<file path="src/rtl/xcr_pkg.sv">
// ----------------------------------------------------------------------------
// XMODEM checksum receiver package
// Shared constants, codes and the control/status bundles between the
// controller and the datapath.
// ----------------------------------------------------------------------------
package xcr_pkg;

	localparam int PAYLOAD_BYTES = 128;
	localparam int PACKET_BYTES  = 132;
	localparam int WORD_COUNT    = PAYLOAD_BYTES / 4;
	localparam int WORD_IDX_W    = $clog2(WORD_COUNT);
	localparam int PAYLOAD_IDX_W = $clog2(PAYLOAD_BYTES);

	// Byte index of the checksum byte, the final byte of a packet.
	localparam logic [7:0] SUM_BYTE_IDX = 8'(PACKET_BYTES - 1);
	localparam logic [7:0] HDR_BYTES    = 8'd3;
	localparam logic [WORD_IDX_W-1:0] LAST_WORD_IDX = WORD_IDX_W'(WORD_COUNT - 1);

	// Command codes on the input channel.
	localparam logic [1:0] CMD_START   = 2'd0;
	localparam logic [1:0] CMD_BYTE    = 2'd1;
	localparam logic [1:0] CMD_TIMEOUT = 2'd2;

	// Control characters.
	localparam logic [7:0] CH_SOH = 8'h01;
	localparam logic [7:0] CH_EOT = 8'h04;
	localparam logic [7:0] CH_ACK = 8'h06;
	localparam logic [7:0] CH_NAK = 8'h15;
	localparam logic [7:0] CH_NONE = 8'h00;
	localparam logic [7:0] SEQ_PAIR_SUM = 8'hFF;

	// Transfer phases.
	localparam logic [1:0] PH_IDLE = 2'd0;
	localparam logic [1:0] PH_RECV = 2'd1;
	localparam logic [1:0] PH_DONE = 2'd2;

	// Result status codes.
	localparam logic [2:0] ST_PROGRESS     = 3'd0;
	localparam logic [2:0] ST_ACCEPTED     = 3'd1;
	localparam logic [2:0] ST_COMPLETED    = 3'd2;
	localparam logic [2:0] ST_TIMEOUT_FAIL = 3'd3;
	localparam logic [2:0] ST_SEQ_FAIL     = 3'd4;
	localparam logic [2:0] ST_SUM_FAIL     = 3'd5;

	// Configuration register indexes.
	localparam logic CFG_BASE_ADDRESS = 1'b0;
	localparam logic CFG_RETRY_LIMIT  = 1'b1;

	localparam logic [7:0] RETRY_LIMIT_RESET = 8'd10;

	typedef struct packed {
		logic                  accept;
		logic                  rd_en;
		logic                  load_word;
		logic [WORD_IDX_W-1:0] word_idx;
	} xcr_cmd_t;

	typedef struct packed {
		logic good_pkt;
		logic out_free;
	} xcr_sts_t;

endpackage

</file>
<file path="src/rtl/xcr_ctrl.sv">
// ----------------------------------------------------------------------------
// XMODEM checksum receiver controller
// Accepts input beats and sequences the read-out of a good packet as flash
// words, one memory read and one output load per word.
// ----------------------------------------------------------------------------
module xcr_ctrl
	import xcr_pkg::*;
(
	input  logic     clk,
	input  logic     arst_n,
	input  logic     in_valid,
	output logic     in_stall,
	input  xcr_sts_t sts,
	output xcr_cmd_t ctl
);

	localparam logic [1:0] CS_IDLE = 2'd0;
	localparam logic [1:0] CS_READ = 2'd1;
	localparam logic [1:0] CS_LOAD = 2'd2;

	logic [1:0]            state_q;
	logic [WORD_IDX_W-1:0] word_idx_q;

	assign in_stall      = (state_q != CS_IDLE) || !sts.out_free;
	assign ctl.accept    = in_valid && !in_stall;
	assign ctl.rd_en     = (state_q == CS_READ);
	assign ctl.load_word = (state_q == CS_LOAD) && sts.out_free;
	assign ctl.word_idx  = word_idx_q;

	always_ff @(posedge clk or negedge arst_n) begin
		if (!arst_n) begin
			state_q    <= CS_IDLE;
			word_idx_q <= '0;
		end else begin
			case (state_q)
				CS_IDLE: begin
					if (ctl.accept && sts.good_pkt) begin
						state_q    <= CS_READ;
						word_idx_q <= '0;
					end
				end
				CS_READ: begin
					state_q <= CS_LOAD;
				end
				CS_LOAD: begin
					if (sts.out_free) begin
						if (word_idx_q == LAST_WORD_IDX) begin
							state_q <= CS_IDLE;
						end else begin
							state_q    <= CS_READ;
							word_idx_q <= word_idx_q + 1'b1;
						end
					end
				end
				default: begin
					state_q <= CS_IDLE;
				end
			endcase
		end
	end

`ifndef NO_ASSERTIONS
	a_good_starts_read: assert property (@(posedge clk) disable iff (!arst_n)
		ctl.accept && sts.good_pkt |=> state_q == CS_READ)
		else $error("good packet did not start the word read-out");

	a_no_accept_busy: assert property (@(posedge clk) disable iff (!arst_n)
		state_q != CS_IDLE |-> !ctl.accept)
		else $error("input accepted during word read-out");

	a_last_word_ends: assert property (@(posedge clk) disable iff (!arst_n)
		ctl.load_word && ctl.word_idx == LAST_WORD_IDX |=> state_q == CS_IDLE)
		else $error("read-out did not end after the last word");
`endif

endmodule

</file>
<file path="src/rtl/xcr_dp.sv">
// ----------------------------------------------------------------------------
// XMODEM checksum receiver datapath
// Protocol state, packet checks, payload memory and the output register.
// ----------------------------------------------------------------------------
module xcr_dp
	import xcr_pkg::*;
(
	input  logic        clk,
	input  logic        arst_n,
	input  logic        cfg_write_en,
	input  logic        cfg_index,
	input  logic [31:0] cfg_data,
	input  logic [1:0]  cmd,
	input  logic [7:0]  rx_data,
	input  xcr_cmd_t    ctl,
	output xcr_sts_t    sts,
	input  logic        out_stall,
	output logic        out_valid,
	output logic        reply_valid,
	output logic [7:0]  reply_byte,
	output logic        write_valid,
	output logic [31:0] write_address,
	output logic [31:0] write_word,
	output logic [2:0]  status,
	output logic        last
);

	logic [31:0] base_q;
	logic [7:0]  limit_q;

	logic [1:0]  phase_q, phase_d;
	logic [7:0]  cnt_q, cnt_d;
	logic [7:0]  exp_q, exp_d;
	logic [7:0]  retries_q, retries_d;
	logic        seen_q, seen_d;
	logic [7:0]  hdr_q, hdr_d;
	logic [7:0]  seq_q, seq_d;
	logic [7:0]  comp_q, comp_d;
	logic [7:0]  sum_q, sum_d;
	logic [31:0] next_addr_q, next_addr_d;

	logic [3:0][7:0] mem_q [WORD_COUNT];
	logic [31:0]     rd_word_q;
	logic [31:0]     wr_addr_q;
	logic [PAYLOAD_IDX_W-1:0] mem_idx;

	logic       res_valid, res_reply_valid, mem_we, good, do_fail;
	logic [7:0] res_reply_byte;
	logic [2:0] res_status, fail_status;
	logic       hdr_ok, load_single;

	logic        out_valid_q, reply_valid_q, write_valid_q, last_q;
	logic [7:0]  reply_byte_q;
	logic [31:0] write_address_q, write_word_q;
	logic [2:0]  status_q;

	assign mem_idx = PAYLOAD_IDX_W'(cnt_q - HDR_BYTES);
	assign hdr_ok  = (hdr_q == CH_SOH) && (8'(seq_q + comp_q) == SEQ_PAIR_SUM);

	always_comb begin
		phase_d        = phase_q;
		cnt_d          = cnt_q;
		exp_d          = exp_q;
		retries_d      = retries_q;
		seen_d         = seen_q;
		hdr_d          = hdr_q;
		seq_d          = seq_q;
		comp_d         = comp_q;
		sum_d          = sum_q;
		next_addr_d    = next_addr_q;
		res_valid      = 1'b0;
		res_reply_valid = 1'b0;
		res_reply_byte = CH_NONE;
		res_status     = ST_PROGRESS;
		do_fail        = 1'b0;
		fail_status    = ST_PROGRESS;
		mem_we         = 1'b0;
		good           = 1'b0;

		if (cmd == CMD_START) begin
			phase_d         = PH_RECV;
			exp_d           = 8'd1;
			next_addr_d     = base_q;
			retries_d       = limit_q;
			seen_d          = 1'b0;
			cnt_d           = '0;
			sum_d           = '0;
			res_valid       = 1'b1;
			res_reply_valid = 1'b1;
			res_reply_byte  = CH_NAK;
		end else if (phase_q == PH_RECV) begin
			case (cmd)
				CMD_TIMEOUT: begin
					if (!seen_q) begin
						cnt_d           = '0;
						sum_d           = '0;
						res_valid       = 1'b1;
						res_reply_valid = 1'b1;
						res_reply_byte  = CH_NAK;
					end else begin
						do_fail     = 1'b1;
						fail_status = ST_TIMEOUT_FAIL;
					end
				end
				CMD_BYTE: begin
					if (cnt_q == 8'd0) begin
						if (rx_data == CH_EOT) begin
							phase_d         = PH_DONE;
							res_valid       = 1'b1;
							res_reply_valid = 1'b1;
							res_reply_byte  = CH_ACK;
							res_status      = ST_COMPLETED;
						end else begin
							seen_d = 1'b1;
							hdr_d  = rx_data;
							sum_d  = '0;
							cnt_d  = 8'd1;
						end
					end else if (cnt_q == 8'd1) begin
						seq_d = rx_data;
						cnt_d = 8'd2;
					end else if (cnt_q == 8'd2) begin
						comp_d = rx_data;
						cnt_d  = HDR_BYTES;
					end else if (cnt_q < SUM_BYTE_IDX) begin
						mem_we = 1'b1;
						sum_d  = sum_q + rx_data;
						cnt_d  = cnt_q + 8'd1;
					end else begin
						if (!hdr_ok) begin
							do_fail     = 1'b1;
							fail_status = ST_SEQ_FAIL;
						end else if (seq_q == 8'(exp_q - 8'd1)) begin
							// Duplicate of the last packet: acknowledge, write nothing.
							cnt_d           = '0;
							sum_d           = '0;
							res_valid       = 1'b1;
							res_reply_valid = 1'b1;
							res_reply_byte  = CH_ACK;
						end else if (seq_q != exp_q) begin
							do_fail     = 1'b1;
							fail_status = ST_SEQ_FAIL;
						end else if (sum_q != rx_data) begin
							do_fail     = 1'b1;
							fail_status = ST_SUM_FAIL;
						end else begin
							good = 1'b1;
						end
					end
				end
				default: begin
				end
			endcase
		end

		if (do_fail) begin
			cnt_d     = '0;
			sum_d     = '0;
			res_valid = 1'b1;
			if (retries_q <= 8'd1) begin
				retries_d  = '0;
				phase_d    = PH_DONE;
				res_status = fail_status;
			end else begin
				retries_d       = retries_q - 8'd1;
				res_reply_valid = 1'b1;
				res_reply_byte  = CH_NAK;
			end
		end

		if (good) begin
			next_addr_d = next_addr_q + 32'(PAYLOAD_BYTES);
			exp_d       = exp_q + 8'd1;
			retries_d   = limit_q;
			seen_d      = 1'b0;
			cnt_d       = '0;
			sum_d       = '0;
		end
	end

	assign sts.good_pkt = good;
	assign sts.out_free = !out_valid_q || !out_stall;
	assign load_single  = ctl.accept && res_valid;

	always_ff @(posedge clk or negedge arst_n) begin
		if (!arst_n) begin
			base_q  <= '0;
			limit_q <= RETRY_LIMIT_RESET;
		end else if (cfg_write_en) begin
			case (cfg_index)
				CFG_BASE_ADDRESS: base_q  <= cfg_data;
				CFG_RETRY_LIMIT:  limit_q <= cfg_data[7:0];
				default: begin
				end
			endcase
		end
	end

	always_ff @(posedge clk or negedge arst_n) begin
		if (!arst_n) begin
			phase_q     <= PH_IDLE;
			cnt_q       <= '0;
			exp_q       <= 8'd1;
			retries_q   <= '0;
			seen_q      <= 1'b0;
			hdr_q       <= '0;
			seq_q       <= '0;
			comp_q      <= '0;
			sum_q       <= '0;
			next_addr_q <= '0;
		end else if (ctl.accept) begin
			phase_q     <= phase_d;
			cnt_q       <= cnt_d;
			exp_q       <= exp_d;
			retries_q   <= retries_d;
			seen_q      <= seen_d;
			hdr_q       <= hdr_d;
			seq_q       <= seq_d;
			comp_q      <= comp_d;
			sum_q       <= sum_d;
			next_addr_q <= next_addr_d;
		end
	end

	// Payload memory: byte lanes, little-endian within each word.
	always_ff @(posedge clk) begin
		if (ctl.accept && mem_we) begin
			mem_q[mem_idx[PAYLOAD_IDX_W-1:2]][mem_idx[1:0]] <= rx_data;
		end
		if (ctl.rd_en) begin
			rd_word_q <= mem_q[ctl.word_idx];
		end
	end

	always_ff @(posedge clk) begin
		if (ctl.accept && good) begin
			wr_addr_q <= next_addr_q;
		end else if (ctl.load_word) begin
			wr_addr_q <= wr_addr_q + 32'd4;
		end
	end

	always_ff @(posedge clk or negedge arst_n) begin
		if (!arst_n) begin
			out_valid_q <= 1'b0;
		end else if (load_single || ctl.load_word) begin
			out_valid_q <= 1'b1;
		end else if (!out_stall) begin
			out_valid_q <= 1'b0;
		end
	end

	always_ff @(posedge clk) begin
		if (load_single) begin
			reply_valid_q   <= res_reply_valid;
			reply_byte_q    <= res_reply_byte;
			write_valid_q   <= 1'b0;
			write_address_q <= '0;
			write_word_q    <= '0;
			status_q        <= res_status;
			last_q          <= 1'b1;
		end else if (ctl.load_word) begin
			reply_valid_q   <= (ctl.word_idx == LAST_WORD_IDX);
			reply_byte_q    <= (ctl.word_idx == LAST_WORD_IDX) ? CH_ACK : CH_NONE;
			write_valid_q   <= 1'b1;
			write_address_q <= wr_addr_q;
			write_word_q    <= rd_word_q;
			status_q        <= ST_ACCEPTED;
			last_q          <= (ctl.word_idx == LAST_WORD_IDX);
		end
	end

	assign out_valid     = out_valid_q;
	assign reply_valid   = reply_valid_q;
	assign reply_byte    = reply_byte_q;
	assign write_valid   = write_valid_q;
	assign write_address = write_address_q;
	assign write_word    = write_word_q;
	assign status        = status_q;
	assign last          = last_q;

endmodule

</file>
<file path="src/rtl/xmodem_checksum_receiver.sv">
// ----------------------------------------------------------------------------
// XMODEM checksum receiver
// Receives 132-byte checksum packets and turns good ones into flash writes.
// ----------------------------------------------------------------------------
// Usage: the input channel (in_valid/in_stall) carries one beat per event:
// a start command, a received serial byte or a read timeout. The output
// channel (out_valid/out_stall) carries results: a reply byte (ACK or NAK)
// for the transmitter, a flash word to program, or both, with a status code
// and a last flag on the final result caused by one input beat.
// A start, a timeout, an EOT and any error answer with one result, loaded
// into the output register at the edge that accepts the beat. Bytes inside a
// packet give no result. The checksum byte of a good packet starts a
// read-out of the payload memory: 32 words, each a memory read followed by
// an output load, with ACK riding on the last word. No input is accepted
// during the read-out.
// When the receiver stalls, the output register holds its beat; in_stall
// rises while a result waits and is stalled, so a stall downstream holds
// back the input channel. Reset empties the output register, puts the
// transfer in idle, sets base_address to 0 and retry_limit to 10. The
// payload memory needs no clearing: it is always written before it is read.
// Configuration writes land at once; base_address is used at the next start.
// ----------------------------------------------------------------------------
module xmodem_checksum_receiver
	import xcr_pkg::*;
(
	input  logic        clk,
	input  logic        arst_n,
	// Configuration write port.
	input  logic        cfg_write_en,
	input  logic        cfg_index,
	input  logic [31:0] cfg_data,
	// Input channel.
	input  logic        in_valid,
	output logic        in_stall,
	input  logic [1:0]  cmd,
	input  logic [7:0]  rx_data,
	// Output channel.
	output logic        out_valid,
	input  logic        out_stall,
	output logic        reply_valid,
	output logic [7:0]  reply_byte,
	output logic        write_valid,
	output logic [31:0] write_address,
	output logic [31:0] write_word,
	output logic [2:0]  status,
	output logic        last
);

	// Commands from the controller and status from the datapath.
	xcr_cmd_t ctl;
	xcr_sts_t sts;

	xcr_ctrl u_ctrl (
		.clk      (clk),
		.arst_n   (arst_n),
		.in_valid (in_valid),
		.in_stall (in_stall),
		.sts      (sts),
		.ctl      (ctl)
	);

	xcr_dp u_dp (
		.clk           (clk),
		.arst_n        (arst_n),
		.cfg_write_en  (cfg_write_en),
		.cfg_index     (cfg_index),
		.cfg_data      (cfg_data),
		.cmd           (cmd),
		.rx_data       (rx_data),
		.ctl           (ctl),
		.sts           (sts),
		.out_stall     (out_stall),
		.out_valid     (out_valid),
		.reply_valid   (reply_valid),
		.reply_byte    (reply_byte),
		.write_valid   (write_valid),
		.write_address (write_address),
		.write_word    (write_word),
		.status        (status),
		.last          (last)
	);

endmodule

</file>
<file path="config.mk">
export PLATFORM = sky130hd
export DESIGN_NAME = xmodem_checksum_receiver
export DESIGN_NICKNAME = d
export VERILOG_FILES = /design/src/rtl/xcr_pkg.sv /design/src/rtl/xcr_ctrl.sv /design/src/rtl/xcr_dp.sv /design/src/rtl/xmodem_checksum_receiver.sv
export SDC_FILE = /design/constraint.sdc
export NUM_CORES = 1
export LEC_CHECK = 0
export ABC_AREA = 0
export BUFFER_PORTS_ARGS = -buffer_cell sky130_fd_sc_hd__buf_4
export CAP_MARGIN = 10
export CORE_ASPECT_RATIO = 0.8
export CORE_MARGIN = 2
export CORE_UTILIZATION = 41
export DETAILED_ROUTE_END_ITERATION = 10
export PLACE_DENSITY = 0.54
export SLEW_MARGIN = 40
export SYNTH_ARGS = -nofsm -noshare
export SYNTH_HDL_FRONTEND = slang
export SYNTH_SLANG_ARGS = --single-unit
</file>
<file path="constraint.sdc">
create_clock -name clk -period 4.8 [get_ports clk]
set_input_delay 0.48 -clock clk [delete_from_list [all_inputs] [get_ports clk]]
set_output_delay 0.48 -clock clk [all_outputs]
set_load 0.02 [all_outputs]
</file>
==> metrics.yaml, run 1 <==
r2r_end: "u_dp.next_addr_q[20]$_DFFE_PN0P_"
hold_end: "u_dp.out_valid$_DFFE_PN0P_"
clockBufferDepth: 3
layout.nets: 3825
r2r_start: "u_dp.seq_q[0]$_DFFE_PN0P_"
root_buffer: "clkbuf_16"
grt_max_degree: 132
fin_crit_sh: 0.854
post_cts_resized: 0
detailedRoute.firstPassIterationCount: 5
power_density_nw_per_um2: 547
setup_violations: 0
insertion_delay_ps: 770
ys_seq_area_frac: 0.707
post_cts_buffers: 0
routed_wl_um: 140000
min_from: "out_stall"
ios: 128
cp_max_fo: 18
synth_area_um2: 53300
grt_use_total: 0.211
post-route-drc-count: 0
cap_violations: 0
power_leakage_nw: 20.8
period_minus_slack_ps: 4100
final_cells: 5588
grt_pass1_wl_um: 206000
ant_nets: 0
ir_drop_mv: 0.402
fill_cells: 11100
row_count: 118
drive_above_1_share: 0.198
hp-class: "in2reg"
syn_avg_cell_area_um2: 15.1
rsz0062_at_grt: "no"
setup_tns_ps: 0
worst-setup-path-type: "reg2reg"
place_inst: 5310
yosysTopAreaCellShare: 0.617
cts_tree: "built"
start_util: 0.412
tightest_slew_ps: 836
gp_congestion: 0.828
finalHoldViolCount: 0
synthTopCellsByArea: "edfxtp_1, dfrtp_1, mux4_2, mux2i_1, mux2_2"
worstPathCellList: "ha_1 > inv_1 > fa_1 > or4_1 > or4b_1 > nor4_1 > buf_4 > a21o_1 > nand2_1 > o31ai_1 > a21oi_1"
fmax_ghz: 0.244
htree_levels: 4
die_w_um: 407
globalRouteOverflowTotal: 0
grt_pass1_vias: 30200
finalClockSkew_ps: 25.8
initialDrtViolationCount: 2914
antenna_found_initial: 6
area_growth_pct: 15.5
multi_input_area_um2: 14800
wl_per_cell_um: 25.0
ys_ff_latch: 1299
synthDistinctLibCells: 68
port_buffers: 123
syn-instance-count: 3538
final_cell_mix: "edfxtp_1, nand2_1, a21oi_1"
synth_edf_count: 1094
r2r_slack_ps: 700
cts_hold_buffers: 33
status: "finished clean"
reg2reg_depth: 11
dp_hpwl_um: 88800
worst_path_max_delay_cell: "nand2_1"
core_um2: 129000
maxSlewViolCount: 0
yosysWarnings: 0
ys_async_sr_fraction: 0.107
end_kind: "register"
vias: 30600
min_path_cells: 3
final_common_cell: "edfxtp_1"
via_per_inst: 5.48
maxSlewHeadroom: 0.437
crit_arrival_ps: 4740
cts_sinks: 1299
critPathRequiredTime_ps: 5440
cts_buffers: 135
path_clk_slew_ps: 60
yosysTopAreaCell: "edfxtp_1"
die_y_um: 326
ys.flop_type: "edfxtp_1"
critPathMaxStageDelay_ps: 520
design.die.area_um2: 133000
seqCellArea_um2: 37700
start_kind: "register"
## worst max path at each step
stage                                   start                          endpoint  cells after the start
floorplan           u_dp.seq_q[0]$_DFFE_PN0P_      u_dp.wr_addr_q[10]$_DFFE_PP_                     11
global placement    u_dp.seq_q[0]$_DFFE_PN0P_  u_dp.next_addr_q[20]$_DFFE_PN0P_                     11
detailed placement  u_dp.seq_q[0]$_DFFE_PN0P_  u_dp.next_addr_q[20]$_DFFE_PN0P_                     11
CTS                 u_dp.seq_q[0]$_DFFE_PN0P_  u_dp.next_addr_q[20]$_DFFE_PN0P_                     11
global route        u_dp.seq_q[0]$_DFFE_PN0P_  u_dp.next_addr_q[20]$_DFFE_PN0P_                     12
finish              u_dp.seq_q[0]$_DFFE_PN0P_  u_dp.next_addr_q[20]$_DFFE_PN0P_                     11
## routing by layer
layer,global-route usage,wire [um],up-vias
li1,-,-,14000
met1,0.323,67400,15600
met2,0.311,61600,893
met3,0.0362,8030,181
met4,0.0540,2790,0
met5,0,0,-
## logic make-up (layout without fill, tap and decap cells)
group | count (synthesis) | in the layout | synth area share
compound gates | 606 | 606 | 0.0688
mux | 454 | 454 | 0.118
fa+ha+maj | 36 | 36 | 0.00874
flops | 1299 | 1299 | 0.707
other cells | 1 | 5 | 0.0000704
simple gates | 836 | 836 | 0.0681
xor+xnor | 65 | 65 | 0.0107
buf+inv | 241 | 547 | 0.0182
## metrics by stage
stage | instance area [um^2] | util | hold WS (ps) | worst slack [ps] | power [W]
2_1_floorplan | 53300 | - | 184 | 599 | 0.0199
3_5_place_dp | 56700 | 0.439 | 449 | 733 | 0.0235
3_3_place_gp | 56600 | 0.438 | 447 | 708 | 0.0235
5_1_grt | 61500 | 0.476 | 98.4 | 379 | 0.0352
6_report | 61500 | 0.476 | 124 | 700 | 0.0337
4_1_cts | 61400 | 0.475 | 62.5 | 722 | 0.0340
## worst max-delay path, delay by kind of cell, from the launching register on
kind                     cells  cell delay (ps)
flip-flops                   1              400
buffers and inverters        2              280
adder cells (fa/ha/maj)      2              620
AND/OR/NAND/NOR              4             1730
AO/OA/AOI/OAI                3              940
## cell type report
type / count / share of cell area
Timing Repair Buffer: 262 / 0.0382
Antenna cell: 1 / 0.0000407
Multi-Input combinational cell: 2001 / 0.241
Clock buffer: 181 / 0.0601
Sequential cell: 1299 / 0.612
Inverter: 42 / 0.00256
Clock inverter: 62 / 0.0109
Tap cell: 1740 / 0.0354
## synthesized netlist by cell type (9+ instances only)
| cell type | count |
|---|---|
| a21oi_1 | 248 |
| a22o_1 | 9 |
| and3_1 | 19 |
| buf_1 | 30 |
| buf_2 | 14 |
| clkbuf_1 | 145 |
| dfrtp_1 | 136 |
| dfxtp_1 | 66 |
| edfxtp_1 | 1094 |
| ha_1 | 34 |
| inv_1 | 42 |
| mux2_2 | 132 |
| mux2i_1 | 194 |
| mux4_2 | 128 |
| nand2_1 | 389 |
| nand2b_1 | 30 |
| nand3_1 | 46 |
| nand4_1 | 17 |
| nor2_1 | 239 |
| nor3_1 | 36 |
| nor4_1 | 11 |
| o21ai_0 | 143 |
| o221ai_1 | 96 |
| o22ai_1 | 51 |
| xnor2_1 | 25 |
| xor2_1 | 40 |
## state kept, by name, summed over array words and instances (netlist names), 2 cells and up
register	flops
u_dp.mem_q	1024
u_dp.base_q	32
u_dp.next_addr_q	32
u_dp.rd_word_q	32
u_dp.wr_addr_q	32
u_dp.write_address	32
u_dp.write_word	32
u_dp.cnt_q	8
u_dp.comp_q	8
u_dp.exp_q	8
u_dp.hdr_q	8
u_dp.limit_q	8
u_dp.retries_q	8
u_dp.seq_q	8
u_dp.sum_q	8
u_ctrl.word_idx_q	5
u_dp.reply_byte	3
u_dp.status	3
u_ctrl.state_q	2
u_dp.phase_q	2
## where the power goes
group	total (W)	switching, W	internal, W
sequential	0.0139	0.000859	0.0130
combinational	0.00936	0.00558	0.00379
clock	0.0104	0.00446	0.00595
(Power assumes the default switching activity.)
==> run 2, diff against run 1 <==
--- a/config.mk
+++ b/config.mk
@@ -8,7 +8,7 @@
 export ABC_AREA = 0
 export BUFFER_PORTS_ARGS = -buffer_cell sky130_fd_sc_hd__buf_4
 export CAP_MARGIN = 10
-export CORE_ASPECT_RATIO = 0.8
+export CORE_ASPECT_RATIO = 0.6
 export CORE_MARGIN = 2
 export CORE_UTILIZATION = 41
 export DETAILED_ROUTE_END_ITERATION = 10
==> run 2 against run 1 <==
Effect of this change:
- count of clock-buffer cells in the layout shrank 27
- non-clock buffer count is 9 higher
- hold slack improved by 34 ps
- total power down 0.82%
- via count is 1.9% higher
- largest power group unchanged
- wire length up 3.0%
- critical path depth rose by 1
==> metrics.yaml, run 2 (same netlist as run 1, synthesis figures left out) <==
status: "finished clean"
worst_path_max_delay_cell: "o22a_1"
fmax_ghz: 0.240  # -1.6%
tightest_slew_ps: 910  # +74.0 ps
worstPathCellList: "ha_1 > inv_1 > fa_1 > or4_1 > or4b_1 > nor4_1 > buf_4 > nand3_1 > buf_4 > a31oi_1 > o22a_1 > mux2_2"
rsz0062_at_grt: "no"
die_y_um: 283  # -13%
hp-class: "in2reg"
layout.nets: 3817  # -0.21%
dp_hpwl_um: 93200  # +5.0%
wl_per_cell_um: 25.9  # +3.6%
maxSlewHeadroom: 0.387  # -0.0498
finalInstanceArea_um2: 61100  # -0.67%
start_kind: "register"
gp_congestion: 0.851  # +2.8%
routed_wl_um: 144000  # +3.0%
cts_buffers: 118  # -13%
post-route-util: 0.474  # -0.00216
port_buffers: 123  # unchanged
end_kind: "register"
drive_above_1_share: 0.202  # +0.00349
power_density_nw_per_um2: 546  # -0.15%
area_growth_pct: 14.8
cap_violations: 0  # unchanged
fill_cells: 11100  # +0.32%
finalClockSkew_ps: 36.1  # +10.2 ps
post-route-drc-count: 0  # unchanged
die_w_um: 469  # +15%
globalRouteOverflowTotal: 0  # unchanged
crit_top_cell: "buf_4"
maxSlewViolCount: 0  # unchanged
power_leakage_nw: 20.6  # -0.92%
ant_nets: 0  # unchanged
worst-setup-path-type: "reg2reg"
core_um2: 129000  # -0.22%
via_per_inst: 5.62  # +2.5%
design.die.area_um2: 133000  # about the same
grt_pass1_wl_um: 210000  # +2.2%
fin_crit_sh: 0.868  # +0.0140
critPathMaxStageDelay_ps: 570  # +50 ps
row_count: 102  # -14%
critPathRequiredTime_ps: 5400  # -40 ps
cp_max_fo: 24  # +6
vias: 31200  # +1.9%
dpl_cell_area_um2: 56700  # about the same
insertion_delay_ps: 750  # -20 ps
grt_use_total: 0.214  # +0.00334
ir_drop_mv: 0.488  # +21%
final_common_cell: "edfxtp_1"
setup_violations: 0  # unchanged
path_clk_slew_ps: 70  # about the same
largest_reg_flops: 1024  # unchanged
antenna_found_initial: 4  # -2
start_util: 0.413  # +0.000921
crit_arrival_ps: 4770  # +30 ps
clockBufferDepth: 3  # unchanged
ios: 128  # unchanged
cts_sinks: 1299  # unchanged
initialDrtViolationCount: 3523  # +21%
cts_tree: "built"
detailedRoute.firstPassIterationCount: 6  # +1
finalHoldViolCount: 0  # unchanged
root_buffer: "clkbuf_16"
period_minus_slack_ps: 4170  # +67.4 ps
grt_max_degree: 132  # unchanged
final_cell_mix: "edfxtp_1, nand2_1, a21oi_1"
grt_pass1_vias: 29700  # -1.5%
setup_tns_ps: 0  # unchanged
htree_levels: 3  # -1
run 2: changes by cell type in the layout (fill, tap and decap cells not counted), moves of 7 or more:
cell,change
clkbuf_16,-18
clkbuf_1,-16
buf_4,+15
nor2_1,-9
nor2_2,+9
buf_12,-7
clkbuf_8,+7
run 2: report_power, final:
group	internal, W	total [W]	switching (W)	leakage [nW]
Combinational	0.00381	0.00983	0.00601	6.59
Clock	0.00551	0.00978	0.00427	1.94
Sequential	0.0130	0.0138	0.000751	12.1
Total	0.0223	0.0334	0.0110	20.6
run 2: final timing paths:
check | cells after the start | slack, ps | end | from
max | 12 | 630 | u_dp.sum_q[6]$_DFFE_PN0P_ | u_dp.seq_q[0]$_DFFE_PN0P_
min | 1 | 160 | u_dp.mem_q[24][31]$_DFFE_PP_ | rx_data[7]
max reg2reg | 12 | 630 | u_dp.sum_q[6]$_DFFE_PN0P_ | u_dp.seq_q[0]$_DFFE_PN0P_
min reg2reg | 2 | 460 | u_dp.write_word[22]$_SDFFE_PN0P_ | u_dp.write_word[22]$_SDFFE_PN0P_
max in group asynchronous | 3 | 3430 | u_ctrl.word_idx_q[0]$_DFFE_PN0P_ | arst_n
min in group asynchronous | 2 | 220 | u_dp.exp_q[3]$_DFFE_PN0P_ | arst_n
run 2: through the flow:
step | worst slack, ps | instances | hold slack [ps] | total power [W]
floorplan | 599 | 3541 | 184 | 0.0199
global placement | 738 | 5293 | 436 | 0.0237
detailed placement | 679 | 5296 | 442 | 0.0238
CTS | 644 | 5551 | 112 | 0.0335
global route | 504 | 5554 | 137 | 0.0349
finish | 632 | 5557 | 158 | 0.0334
run 2: layout make-up:
class / instances / area [um^2] / share of cell area
sequential: 1299 / 37700 / 0.616
clock inverter: 68 / 693 / 0.0113
inverter: 42 / 158 / 0.00258
tap: 1716 / 2150 / 0.0351
timing repair buffer: 271 / 2300 / 0.0376
antenna: 6 / 15.0 / 0.000246
clock buffer: 154 / 3280 / 0.0537
multi-input combinational: 2001 / 14900 / 0.243
run 2: layer usage:
metal | vias up | wire [um] | part of all wire | GRT usage
li1 | 14000 | - | - | -
met1 | 16000 | 72200 | 0.50 | 0.355
met2 | 1067 | 57900 | 0.40 | 0.283
met3 | 148 | 11600 | 0.081 | 0.0473
met4 | 0 | 2280 | 0.016 | 0.0403
met5 | - | 0 | 0 | 0
run 2: critical path, delay by kind of cell (launching register included):
kind | cells | cell delay (ps)
compound gates | 2 | 790
fa+ha+maj | 2 | 630
buf+inv | 3 | 550
flops | 1 | 410
mux | 1 | 400
simple gates | 4 | 1210
run 2: timing repair:
item	CTS	global route
hold buffers	33	0
endpoints found under the hold margin	84	0
setup buffers	0	0
resized for setup	0	0
